File: config.mk
export PLATFORM = sky130hd
export DESIGN_NAME = midi_track_event_parser_core
export DESIGN_NICKNAME = d
export VERILOG_FILES = /design/src/hw/rtl/mtep_pkg.sv /design/src/hw/rtl/midi_track_event_parser_core.sv /design/src/hw/rtl/mtep_front.sv /design/src/hw/rtl/mtep_queue.sv
export SDC_FILE = /design/constraint.sdc
export NUM_CORES = 1
export LEC_CHECK = 0
export BUFFER_PORTS_ARGS = -buffer_cell sky130_fd_sc_hd__buf_4
export CAP_MARGIN = 20
export CELL_PAD_IN_SITES_DETAIL_PLACEMENT = 1
export CELL_PAD_IN_SITES_GLOBAL_PLACEMENT = 1
export CORE_ASPECT_RATIO = 0.6
export CORE_MARGIN = 2
export CORE_UTILIZATION = 51
export DETAILED_ROUTE_END_ITERATION = 8
export GPL_TIMING_DRIVEN = 0
export PLACE_DENSITY = 0.87
export SYNTH_ARGS = -nofsm -noshare
export SYNTH_HDL_FRONTEND = slang
export SYNTH_HIERARCHICAL = 1
export SYNTH_SLANG_ARGS = --single-unit
File: constraint.sdc
create_clock -name clock -period 8.5 [get_ports clock]
set_clock_uncertainty 0.05 [all_clocks]
set_input_delay 0.425 -clock clock [delete_from_list [all_inputs] [get_ports clock]]
set_output_delay 0.425 -clock clock [all_outputs]
set_load 0.01 [all_outputs]
File: src/hw/rtl/mtep_pkg.sv
// Package for the MIDI track event parser: phase codes, event kinds, error codes,
// the queue entry type and the message size table. It has no dependencies.
package mtep_pkg;

   typedef enum logic [3:0] {
      PH_DELTA     = 4'd0,
      PH_STATUS    = 4'd1,
      PH_META_ID   = 4'd2,
      PH_LEN       = 4'd3,
      PH_DATA      = 4'd4,
      PH_ESC_FIRST = 4'd5,
      PH_SYX       = 4'd6,
      PH_SKIP      = 4'd7,
      PH_DONE      = 4'd8,
      PH_ERROR     = 4'd9
   } phase_type;

   localparam logic [1:0] KIND_MSG  = 2'd0;
   localparam logic [1:0] KIND_META = 2'd1;
   localparam logic [1:0] KIND_ESC  = 2'd2;
   localparam logic [1:0] KIND_ERR  = 2'd3;

   localparam logic [1:0] ERR_NONE = 2'd0;
   localparam logic [1:0] ERR_SIZE = 2'd1;
   localparam logic [1:0] ERR_VLQ  = 2'd2;

   localparam logic [7:0] BYTE_META  = 8'hFF;
   localparam logic [7:0] BYTE_ESC   = 8'hF7;
   localparam logic [7:0] BYTE_SYSEX = 8'hF0;
   localparam logic [7:0] META_EOT   = 8'h2F;
   localparam logic [7:0] META_EOT2  = 8'h3F;

   // One result item as it travels from the front part to the back part.
   typedef struct packed {
      logic [1:0]  kind;
      logic [27:0] delta;
      logic [7:0]  data;
      logic        present;
      logic        first;
      logic        last;
      logic        eot;
      logic [1:0]  err;
   } rsp_type;

   // One accepted byte's worth of results: zero, one or two items.
   typedef struct packed {
      logic    has0;
      logic    has1;
      rsp_type r0;
      rsp_type r1;
   } pair_type;

   function automatic logic [1:0] msg_size(input logic [7:0] id);
      logic [1:0] s;
      s = 2'd0;
      if (id[7]) begin
         if (id[7:4] != 4'hF) begin
            unique case (id[6:4]) inside
               3'd4, 3'd5: s = 2'd2;
               3'd7:       s = 2'd0;
               default:    s = 2'd3;
            endcase
         end else begin
            unique case (id[3:0]) inside
               4'd1, 4'd3: s = 2'd2;
               4'd2:       s = 2'd3;
               4'd0, 4'd7: s = 2'd0;
               default:    s = 2'd1;
            endcase
         end
      end
      return s;
   endfunction

endpackage

File: src/hw/rtl/midi_track_event_parser_core.sv
// MIDI track event parser. Track chunk bytes enter one per cycle on the req_ stream,
// with req_tuser marking the first byte of each track. Every event byte leaves on the
// rsp_ stream tagged with its delta time, kind and first/last marks; the kind travels
// on rsp_tuser and the last mark of an event on rsp_tlast. An accepted byte yields
// zero, one or two results. Input bytes are taken every cycle as long as the
// four-entry result queue has room for two results, so the sustained rate is one byte
// per cycle when the output side keeps up; the queue depth sets how far the output may
// stall before input stalls. Results can be transferred from the cycle after the byte
// that causes them.
// Depends on mtep_pkg, mtep_front and mtep_queue.
module midi_track_event_parser_core import mtep_pkg::*; #(
   parameter int VLQ_MAX_BYTES = 4,
   parameter int LENGTH_BITS   = 28
) (
   input  logic        clock,
   input  logic        reset,
   input  logic        req_tvalid,
   output logic        req_tready,
   input  logic [7:0]  req_tdata,   // [7:0] data_byte
   input  logic        req_tuser,   // track_start
   output logic        rsp_tvalid,
   input  logic        rsp_tready,
   // [27:0] delta_time, [35:28] event_byte, [36] byte_present, [37] first_of_event,
   // [38] end_of_track, [40:39] error_code
   output logic [47:0] rsp_tdata,
   output logic [1:0]  rsp_tuser,   // [1:0] event_kind
   output logic        rsp_tlast    // last_of_event
);

   pair_type pair;
   rsp_type  head;
   logic     room;
   logic     step;

   // A byte is accepted whenever the queue can absorb its worst-case two results.
   assign req_tready = room;
   assign step       = req_tvalid && req_tready;

   mtep_front #(
      .VLQ_MAX_BYTES(VLQ_MAX_BYTES),
      .LENGTH_BITS(LENGTH_BITS)
   ) u_front (
      .clock(clock),
      .reset(reset),
      .step(step),
      .data_byte(req_tdata),
      .track_start(req_tuser),
      .pair(pair)
   );

   mtep_queue u_queue (
      .clock(clock),
      .reset(reset),
      .push(step),
      .pair(pair),
      .has_room(room),
      .pop_valid(rsp_tvalid),
      .pop_data(head),
      .pop(rsp_tready)
   );

   assign rsp_tdata = {7'd0, head.err, head.eot, head.first, head.present,
                       head.data, head.delta};
   assign rsp_tuser = head.kind;
   assign rsp_tlast = head.last;

endmodule

File: src/hw/rtl/mtep_front.sv
// Front part of the MIDI track event parser: takes one byte per cycle on step, tracks
// the parse phase and produces up to two result items per byte. Depends on mtep_pkg.
module mtep_front import mtep_pkg::*; #(
   parameter int VLQ_MAX_BYTES = 4,
   parameter int LENGTH_BITS   = 28
) (
   input  logic       clock,
   input  logic       reset,
   input  logic       step,
   input  logic [7:0] data_byte,
   input  logic       track_start,
   output pair_type   pair
);

   localparam int CW = $clog2(VLQ_MAX_BYTES + 1);

   phase_type              phase_ff, phase_in;
   logic [7:0]             run_ff, run_in;
   logic [7:0]             id_ff, id_in;
   logic [27:0]            delta_ff, delta_in;
   logic [CW-1:0]          cnt_ff, cnt_in;
   logic [LENGTH_BITS-1:0] left_ff, left_in;
   logic [1:0]             kind_ff, kind_in;
   logic                   closed_ff, closed_in;
   rsp_type                res0, res1;
   logic [1:0]             res_count;

   always_comb begin
      phase_type              ph;
      logic [CW-1:0]          cnt;
      logic [27:0]            dl;
      logic [LENGTH_BITS-1:0] lf;
      logic [LENGTH_BITS-1:0] lnew;
      logic                   cl;
      logic [7:0]             id;
      logic [1:0]             sz;
      logic                   reuse;
      logic                   nz;
      logic [CW:0]            cn;
      int                     n;
      rsp_type                q [2];

      ph = phase_ff; cnt = cnt_ff; dl = delta_ff; lf = left_ff; cl = closed_ff;
      if (track_start) begin
         ph = PH_DELTA; cnt = '0; dl = '0; lf = '0; cl = 1'b0;
      end
      phase_in = ph; run_in = run_ff; id_in = id_ff; kind_in = kind_ff;
      cnt_in = cnt; delta_in = dl; left_in = lf; closed_in = cl;
      n = 0;
      q[0] = '0; q[1] = '0;
      id = '0; sz = '0; reuse = 1'b0; nz = 1'b0; cn = '0; lnew = '0;

      unique case (ph) inside
         PH_DELTA, PH_STATUS: begin
            if (ph == PH_STATUS) begin
               if (data_byte == BYTE_META) begin
                  kind_in = KIND_META; phase_in = PH_META_ID;
               end else if (data_byte == BYTE_ESC || data_byte == BYTE_SYSEX) begin
                  kind_in = (data_byte == BYTE_ESC) ? KIND_ESC : KIND_MSG;
                  left_in = '0; cnt_in = '0; phase_in = PH_LEN;
               end else begin
                  kind_in = KIND_MSG;
                  reuse = ~data_byte[7];
                  id = reuse ? run_ff : data_byte;
                  run_in = id;
                  sz = msg_size(id);
                  if (sz == 2'd0) begin
                     q[0] = '{KIND_ERR, 28'd0, 8'd0, 1'b0, 1'b1, 1'b1, 1'b0, ERR_SIZE};
                     n = 1; phase_in = PH_ERROR;
                  end else begin
                     q[0] = '{KIND_MSG, dl, id, 1'b1, 1'b1, sz == 2'd1, 1'b0, ERR_NONE};
                     n = 1;
                     if (sz == 2'd1) begin
                        phase_in = PH_DELTA; cnt_in = '0;
                     end else if (reuse) begin
                        left_in = LENGTH_BITS'(sz - 2'd2);
                        q[1] = '{KIND_MSG, dl, data_byte, 1'b1, 1'b0, sz == 2'd2,
                                 1'b0, ERR_NONE};
                        n = 2;
                        phase_in = (sz == 2'd2) ? PH_DELTA : PH_DATA;
                     end else begin
                        left_in = LENGTH_BITS'(sz - 2'd1);
                        phase_in = PH_DATA;
                     end
                  end
               end
            end
            // Delta byte, also for a one-byte message's running-status data.
            // That data byte has bit 7 clear, so the error report below can
            // only come from a true delta byte, which has no other result.
            if (ph == PH_DELTA || (reuse && sz == 2'd1)) begin
               cnt = (ph == PH_DELTA) ? cnt : '0;
               dl = (cnt == '0) ? {21'd0, data_byte[6:0]} : {dl[20:0], data_byte[6:0]};
               delta_in = dl;
               cn = {1'b0, cnt} + 1'b1;
               cnt_in = cn[CW-1:0];
               if (data_byte[7]) begin
                  if (cn >= (CW+1)'(VLQ_MAX_BYTES)) begin
                     q[0] = '{KIND_ERR, 28'd0, 8'd0, 1'b0, 1'b1, 1'b1, 1'b0, ERR_VLQ};
                     n = 1; phase_in = PH_ERROR;
                  end
               end else begin
                  cnt_in = '0; phase_in = PH_STATUS;
               end
            end
         end
         PH_META_ID: begin
            id_in = data_byte;
            if (data_byte == META_EOT || data_byte == META_EOT2) begin
               q[0] = '{KIND_META, dl, data_byte, 1'b1, 1'b1, 1'b1, 1'b1, ERR_NONE};
               n = 1; phase_in = PH_DONE;
            end else begin
               left_in = '0; cnt_in = '0; phase_in = PH_LEN;
            end
         end
         PH_LEN: begin
            lnew = LENGTH_BITS'({lf, data_byte[6:0]});
            left_in = lnew;
            cn = {1'b0, cnt} + 1'b1;
            cnt_in = cn[CW-1:0];
            nz = (lnew != '0);
            if (data_byte[7]) begin
               if (cn >= (CW+1)'(VLQ_MAX_BYTES)) begin
                  q[0] = '{KIND_ERR, 28'd0, 8'd0, 1'b0, 1'b1, 1'b1, 1'b0, ERR_VLQ};
                  n = 1; phase_in = PH_ERROR;
               end
            end else begin
               cnt_in = '0;
               if (kind_ff == KIND_META) begin
                  q[0] = '{KIND_META, dl, id_ff, 1'b1, 1'b1, ~nz, 1'b0, ERR_NONE};
                  n = 1; phase_in = nz ? PH_DATA : PH_DELTA;
               end else if (kind_ff == KIND_ESC) begin
                  if (!nz) begin
                     q[0] = '{KIND_ESC, dl, 8'd0, 1'b0, 1'b1, 1'b1, 1'b0, ERR_NONE};
                     n = 1; phase_in = PH_DELTA;
                  end else begin
                     phase_in = PH_ESC_FIRST;
                  end
               end else begin
                  closed_in = 1'b0;
                  q[0] = '{KIND_MSG, dl, BYTE_SYSEX, 1'b1, 1'b1, 1'b0, 1'b0, ERR_NONE};
                  n = 1;
                  if (!nz) begin
                     q[1] = '{KIND_MSG, dl, BYTE_ESC, 1'b1, 1'b0, 1'b1, 1'b0, ERR_NONE};
                     n = 2; phase_in = PH_DELTA;
                  end else begin
                     phase_in = PH_SYX;
                  end
               end
            end
         end
         PH_DATA, PH_ESC_FIRST, PH_SYX, PH_SKIP: begin
            if (lf != '0) lf = lf - 1'b1;
            left_in = lf;
            nz = (lf != '0);
            if (ph == PH_SKIP) begin
               if (!nz) phase_in = PH_DELTA;
            end else if (ph != PH_SYX) begin
               q[0] = '{kind_ff, dl, data_byte, 1'b1, ph == PH_ESC_FIRST, ~nz, 1'b0,
                        ERR_NONE};
               n = 1; phase_in = nz ? PH_DATA : PH_DELTA;
            end else if (!cl) begin
               if (data_byte == BYTE_ESC) begin
                  q[0] = '{KIND_MSG, dl, data_byte, 1'b1, 1'b0, 1'b1, 1'b0, ERR_NONE};
                  n = 1;
                  if (!nz) phase_in = PH_DELTA;
                  else closed_in = 1'b1;
               end else begin
                  q[0] = '{KIND_MSG, dl, data_byte, 1'b1, 1'b0, 1'b0, 1'b0, ERR_NONE};
                  n = 1;
                  if (!nz) begin
                     q[1] = '{KIND_MSG, dl, BYTE_ESC, 1'b1, 1'b0, 1'b1, 1'b0, ERR_NONE};
                     n = 2; phase_in = PH_DELTA;
                  end
               end
            end else if (data_byte == BYTE_SYSEX) begin
               closed_in = 1'b0;
               q[0] = '{KIND_MSG, dl, data_byte, 1'b1, 1'b1, 1'b0, 1'b0, ERR_NONE};
               n = 1;
               if (!nz) begin
                  q[1] = '{KIND_MSG, dl, BYTE_ESC, 1'b1, 1'b0, 1'b1, 1'b0, ERR_NONE};
                  n = 2; phase_in = PH_DELTA;
               end
            end else begin
               phase_in = nz ? PH_SKIP : PH_DELTA;
            end
         end
         default: ;
      endcase

      res0      = q[0];
      res1      = q[1];
      res_count = 2'(n);
   end

   always_comb begin
      pair.has0 = (res_count != 2'd0);
      pair.has1 = (res_count == 2'd2);
      pair.r0   = res0;
      pair.r1   = res1;
   end

   always_ff @(posedge clock) begin
      if (reset) begin
         phase_ff <= PH_DELTA; run_ff <= '0; id_ff <= '0; delta_ff <= '0;
         cnt_ff <= '0; left_ff <= '0; kind_ff <= '0; closed_ff <= 1'b0;
      end else if (step) begin
         phase_ff <= phase_in; run_ff <= run_in; id_ff <= id_in; delta_ff <= delta_in;
         cnt_ff <= cnt_in; left_ff <= left_in; kind_ff <= kind_in; closed_ff <= closed_in;
      end
   end

   a_err_state_holds: assert property (@(posedge clock) disable iff (reset)
      (step && phase_ff == PH_ERROR && !track_start) |=> phase_ff == PH_ERROR)
      else $error("error state left without a track start");
   a_two_needs_one: assert property (@(posedge clock) disable iff (reset)
      pair.has1 |-> pair.has0)
      else $error("second result without a first");
   a_done_silent: assert property (@(posedge clock) disable iff (reset)
      (phase_ff == PH_DONE && !track_start) |-> !pair.has0)
      else $error("result after end of track");

endmodule

File: src/hw/rtl/mtep_queue.sv
// Result queue between the parser front part and the output stage. Accepts up to two
// entries per cycle and releases one. Depends on mtep_pkg.
module mtep_queue import mtep_pkg::*; (
   input  logic    clock,
   input  logic    reset,
   input  logic    push,
   input  pair_type pair,
   output logic    has_room,
   output logic    pop_valid,
   output rsp_type pop_data,
   input  logic    pop
);

   localparam int DEPTH = 4;

   rsp_type    mem_ff [DEPTH];
   logic [1:0] wr_ff, wr_in, rd_ff, rd_in;
   logic [2:0] cnt_ff, cnt_in;
   logic [1:0] nw;

   assign nw        = push ? {1'b0, pair.has0} + {1'b0, pair.has1} : 2'd0;
   assign pop_valid = (cnt_ff != 3'd0);
   assign pop_data  = mem_ff[rd_ff];
   // Room for two more entries whatever the output side does.
   assign has_room  = (cnt_ff <= 3'd2);

   always_comb begin
      wr_in  = wr_ff + nw;
      rd_in  = rd_ff + {1'b0, (pop && pop_valid)};
      cnt_in = cnt_ff + {1'b0, nw} - {2'b0, (pop && pop_valid)};
   end

   always_ff @(posedge clock) begin
      if (push && pair.has0) mem_ff[wr_ff] <= pair.r0;
      if (push && pair.has1) mem_ff[wr_ff + 2'd1] <= pair.r1;
   end

   always_ff @(posedge clock) begin
      if (reset) begin
         wr_ff <= '0; rd_ff <= '0; cnt_ff <= '0;
      end else begin
         wr_ff <= wr_in; rd_ff <= rd_in; cnt_ff <= cnt_in;
      end
   end

   a_no_overflow: assert property (@(posedge clock) disable iff (reset)
      cnt_ff <= 3'(DEPTH))
      else $error("result queue overflow");
   a_push_fits: assert property (@(posedge clock) disable iff (reset)
      push |-> has_room)
      else $error("push into a full queue");
   a_count_tracks: assert property (@(posedge clock) disable iff (reset)
      (!push && !pop) |=> $stable(cnt_ff))
      else $error("queue count moved without traffic");

endmodule
After elaboration in Yosys (flattened, before gate mapping)
Memory sizes are Yosys's and may differ from the RTL's. A register that Yosys moved wholly into a read port is not among the register bits. Cells that the tools add are included.

Add/subtract/negate cells: 11. $lt $le $gt $ge: 3. Equality and inequality tests: 27. Mux-type cells: 144. Bitwise logic cells: 5. Reductions and logical operators: 25.

Operators with widths (count): $mux W44 (17); $mux W28 (14); $mux W88 (4); $pmux W44 S4 (1); $mux W86 (2); $pmux W44 S3 (1); $mux W42 (3); $pmux W28 S4 (1); $reduce_bool A28 Y1 (3); $mux W4 (19); $mux W2 (34); $mux W3 (19); $mux W43 (1); $sub A28 B1 Y28 const B (1); $eq A8 B8 Y1 const B (3); $mux W1 (21); $eq A4 B3 Y1 const B (5); $eq A4 B2 Y1 const B (4); $eq A8 B6 Y1 const B (2); $pmux W4 S4 (1); $eq A3 B3 Y1 const B (3); $pmux W3 S3 (1); $add A3 B1 Y4 const B (2); $eq A4 B1 Y1 const B (2); other kinds (32) (51).

Flip-flop bits (word level): 89. Memory bits (writable): 176. Bits of input ports: 13. Output and inout port bits: 53. Memories: 1.

Memories: u_queue.mem_ff (words 4, width 44, read ports 1, clocked after Yosys merged registers in 1, wr ports 2, line mtep_queue.sv:16) `rsp_type mem_ff [DEPTH];`.

Depth between registers and ports, before layout
Depth in word-level cells: 25. Mapped depth: 27.

Modules after synthesis
Netlist, hierarchy kept.

Modules (own cells, without submodules): mtep_queue (instances 1, cells each 481, area an instance 8968.6 sq um, seq. area each 5425.2 sq um); mtep_front (instances 1, cells each 936, area an instance 6582.6 sq um, seq. area each 1641.6 sq um); midi_track_event_parser_core (instances 1, cells each 9, area an instance 62.6 sq um, seq. area each 0.0 sq um).

Worst setup path after synthesis
No wires, ideal clock.

Kind: input to register. Start: in req_tuser. End: mem u_queue/mem_ff[0][0] (netlist bit), enable pin. Arrival: 7074 ps. Data required time: 7937 ps. Slack: 863 ps. Stages on the path: 19. Cells stage by stage: clkbuf_1 inv_1 clkbuf_1 buf_1 nand2_1 ha_1 o21ai_1 xnor2_1 or4_4 a2111oi_4 a41o_1 and3_1 buf_6 a32oi_1 buf_2 a21oi_1 buf_6 nand3_1 a21boi_0.

RTL lines: start, declared (line midi_track_event_parser_core.sv:20) `input logic req_tuser,`; end, declared (line mtep_queue.sv:16).

==> flow_summary.toml <==
[sta]
finalWorstSetupSlack_ns = 1.37
tightest_slew_ns = 1.21
fin_crit_ns = 7.13
holdWs_ns = 0.0561
relSlewSlack = 0.187
drv_slew = 0
max_freq_mhz = 140
setup_viol = 0
finalCritPeriodShare = 0.838
final_hold_viol_count = 0
rsz0062_at_grt = "false"

[drt]
drtIter0Drc = 1814
num_vias = 13500
ant_nets = 0
drt_wl_total_mm = 60.1
viasPerCell = 6.90
wl_per_cell_um = 30.7
drc = 0
drtPass1Iterations = 6

[clock_tree]
ctsResizeCount = 0
cts_sinks = 265
cts-htree-levels = 1
clock-root-buffer = "clkbuf_16"
cts_setup_buffers = 0
holdBufCountCts = 0
clockBufferDepth = 3
clk_pin_slew_ns = 0.07
cts_tree = "built"
cts_buffers = 26
clkLatencyLatePin_ns = 0.56

[setup_path]
crit_required_ns = 8.92
endpoint_kind = "flop"
rr_worst_depth = 25
start_kind = "input pin"
critPathKind = "input pin to flop"
arrival_ns = 7.55
cp_max_fo = 10

[final_layout]
mostFrequentLayoutCell = "edfxtp_1"
fillers = 3189
utilization = 0.587
diodes = 0
layout_common_cells = "edfxtp_1 (176), mux2_2 (164), nor2_1 (123)"
drive_gt1_frac = 0.251
fin_nets = 1558
area_delta_synth_final_pct = 13.0

[floorplan]
die_w_um = 230
row_count = 49
ios = 66
die_h_um = 140
core_um2 = 30000
die-area_um2 = 32100
start_util = 0.520

[synth]
synth-seq-cells = 265
synth_cells = 1426
synth_warnings = 6
synth_edf_count = 176
synthTopCellsByArea = "edfxtp_1 (34%), mux2_2 (12%), dfxtp_1 (11%)"
synth_area_um2 = 15600
yosysSeqAreaShare = 0.453
avgSynthCellArea_um2 = 10.9
synth_top_area_share = 0.338
async_reset_ff_frac = 0
synth_cell_types = 87
yosysTopAreaCell = "edfxtp_1"
synthFlopType = "edfxtp_1"

[placed_design]
io_buffers = 55
gp_congestion = 1.02
post-place-ws_ns = 1.13
dpl.hpwl_mm = 42.9

[power]
p_leak_nw = 6.45
vdd_ir_drop_max_v = 0.000153
p_total_w = 0.00437
power_density_nw_per_um2 = 248

[global_route]
grt_pass1_vias = 13800
antenna_found_initial = 0
grt_max_degree = 25
overflow = 0
track_usage = 0.374
grt_pass1_wl_mm = 89.7

[min_path]
whs_path_depth = 2
hp-class = "input pin to flop"

[run]
maxCapViolCount = 0

[outcome]
status = "complete, no violations"
[registers in the layout (all words and copies together) (netlist names)]
register           count
u_front/phase_ff       4
u_front/run_ff         8
u_front/id_ff          8
u_queue/mem_ff       176
u_front/kind_ff        2
u_front/delta_ff      28
u_front/cnt_ff         3
u_queue/rd_ff          2
u_front/left_ff       28
u_queue/cnt_ff         3
u_front/closed_ff      1
u_queue/wr_ff          2
[stage by stage]
stage / cell area [um2] / instances / TNS (ns)
floorplan: 15700 / 1437 / 0
global placement: 16600 / 1900 / -178.16
detailed placement: 16700 / 1908 / 0
CTS: 17600 / 1956 / 0
global route: 17600 / 1956 / 0
finish: 17600 / 1956 / 0
[cells in the mapped netlist (all sizes together), types with 4 or more instances]
library cell and number:
inv 22, mux2 178, mux4 44, nand3 31
o211ai 8, buf 57, a31oi 8, nor2b 74
and3 6, nor4 14, nand4b 4, and2 8
ha 16, nand2b 6, a22oi 27, edfxtp 176
xor2 7, a221oi 18, mux2i 22, dfxtp 89
nor3 36, clkbuf 64, a211oi 13, nand2 114
or4 7, xnor2 17, a21oi 69, o2111ai 6
o21ai 65, or2 7, a221o 5, o22ai 5
nand4 7, o31ai 6, or3 8, nor2 124
[kinds of logic (layout without fill, tap and decap cells)]
kind of cell	count (synthesis)	after routing	synth area share
buf+inv	143	254	0.0450
compound gates	272	272	0.117
mux	244	244	0.206
xor+xnor	24	24	0.0135
fa+ha+maj	17	17	0.0141
flops	265	265	0.453
simple gates	459	459	0.151
other cells	2	13	0.000481
[routing by layer]
layer / global-route usage / vias to the layer above / share of wire
met3: 0.142 / 125 / 0.14
met5: 0 / - / 0
met4: 0.100 / 0 / 0.026
met2: 0.539 / 1007 / 0.42
li1: - / 5551 / -
met1: 0.529 / 6815 / 0.41
[critical path, cell delays in order]
cell and delay (ns):
clkbuf_1 0.37, clkbuf_1 0.60, clkbuf_1 0.52, clkbuf_1 0.57, clkbuf_1 0.51, nor2b_1 0.18
nand2_1 0.15, inv_1 0.06, ha_1 0.19, inv_1 0.13, mux2i_1 0.19, and3_1 0.25
a31o_2 0.27, nor3_1 0.45, o2111a_1 0.28, o21ai_2 0.07, or3b_1 0.48, ha_1 0.36
nand2_1 0.09, nand3_1 0.14, nand2_1 0.09, ha_1 0.22, fa_1 0.44, xor2_1 0.18
and2_1 0.17, nor3_1 0.13
[final timing paths]
check | start | to | slack, ns
setup / recovery | req_tuser | u_queue/cnt_ff[2] | 1.37
hold / removal | reset | u_queue/cnt_ff[1] | 0.06
setup reg to reg | u_front/phase_ff[3] | u_queue/cnt_ff[2] | 1.76
hold reg to reg | u_front/id_ff[1] | u_front/id_ff[1] | 0.43
[power breakdown]
group	switching, W	internal, W
Sequential	0.0000874	0.00146
Clock	0.000537	0.000735
Combinational	0.000969	0.000585
[layout make-up]
class / instances / area, um2 / share of cell area
buffer: 121 / 619 / 0.0351
clock buffer: 34 / 702 / 0.0398
clock inverter: 14 / 199 / 0.0113
inverter: 22 / 82.6 / 0.00468
multi-input combinational: 1029 / 7910 / 0.448
sequential: 265 / 7070 / 0.401
tap: 408 / 510 / 0.0289
timing repair buffer: 63 / 556 / 0.0315
Note: power is estimated with default switching activity, not from simulation.
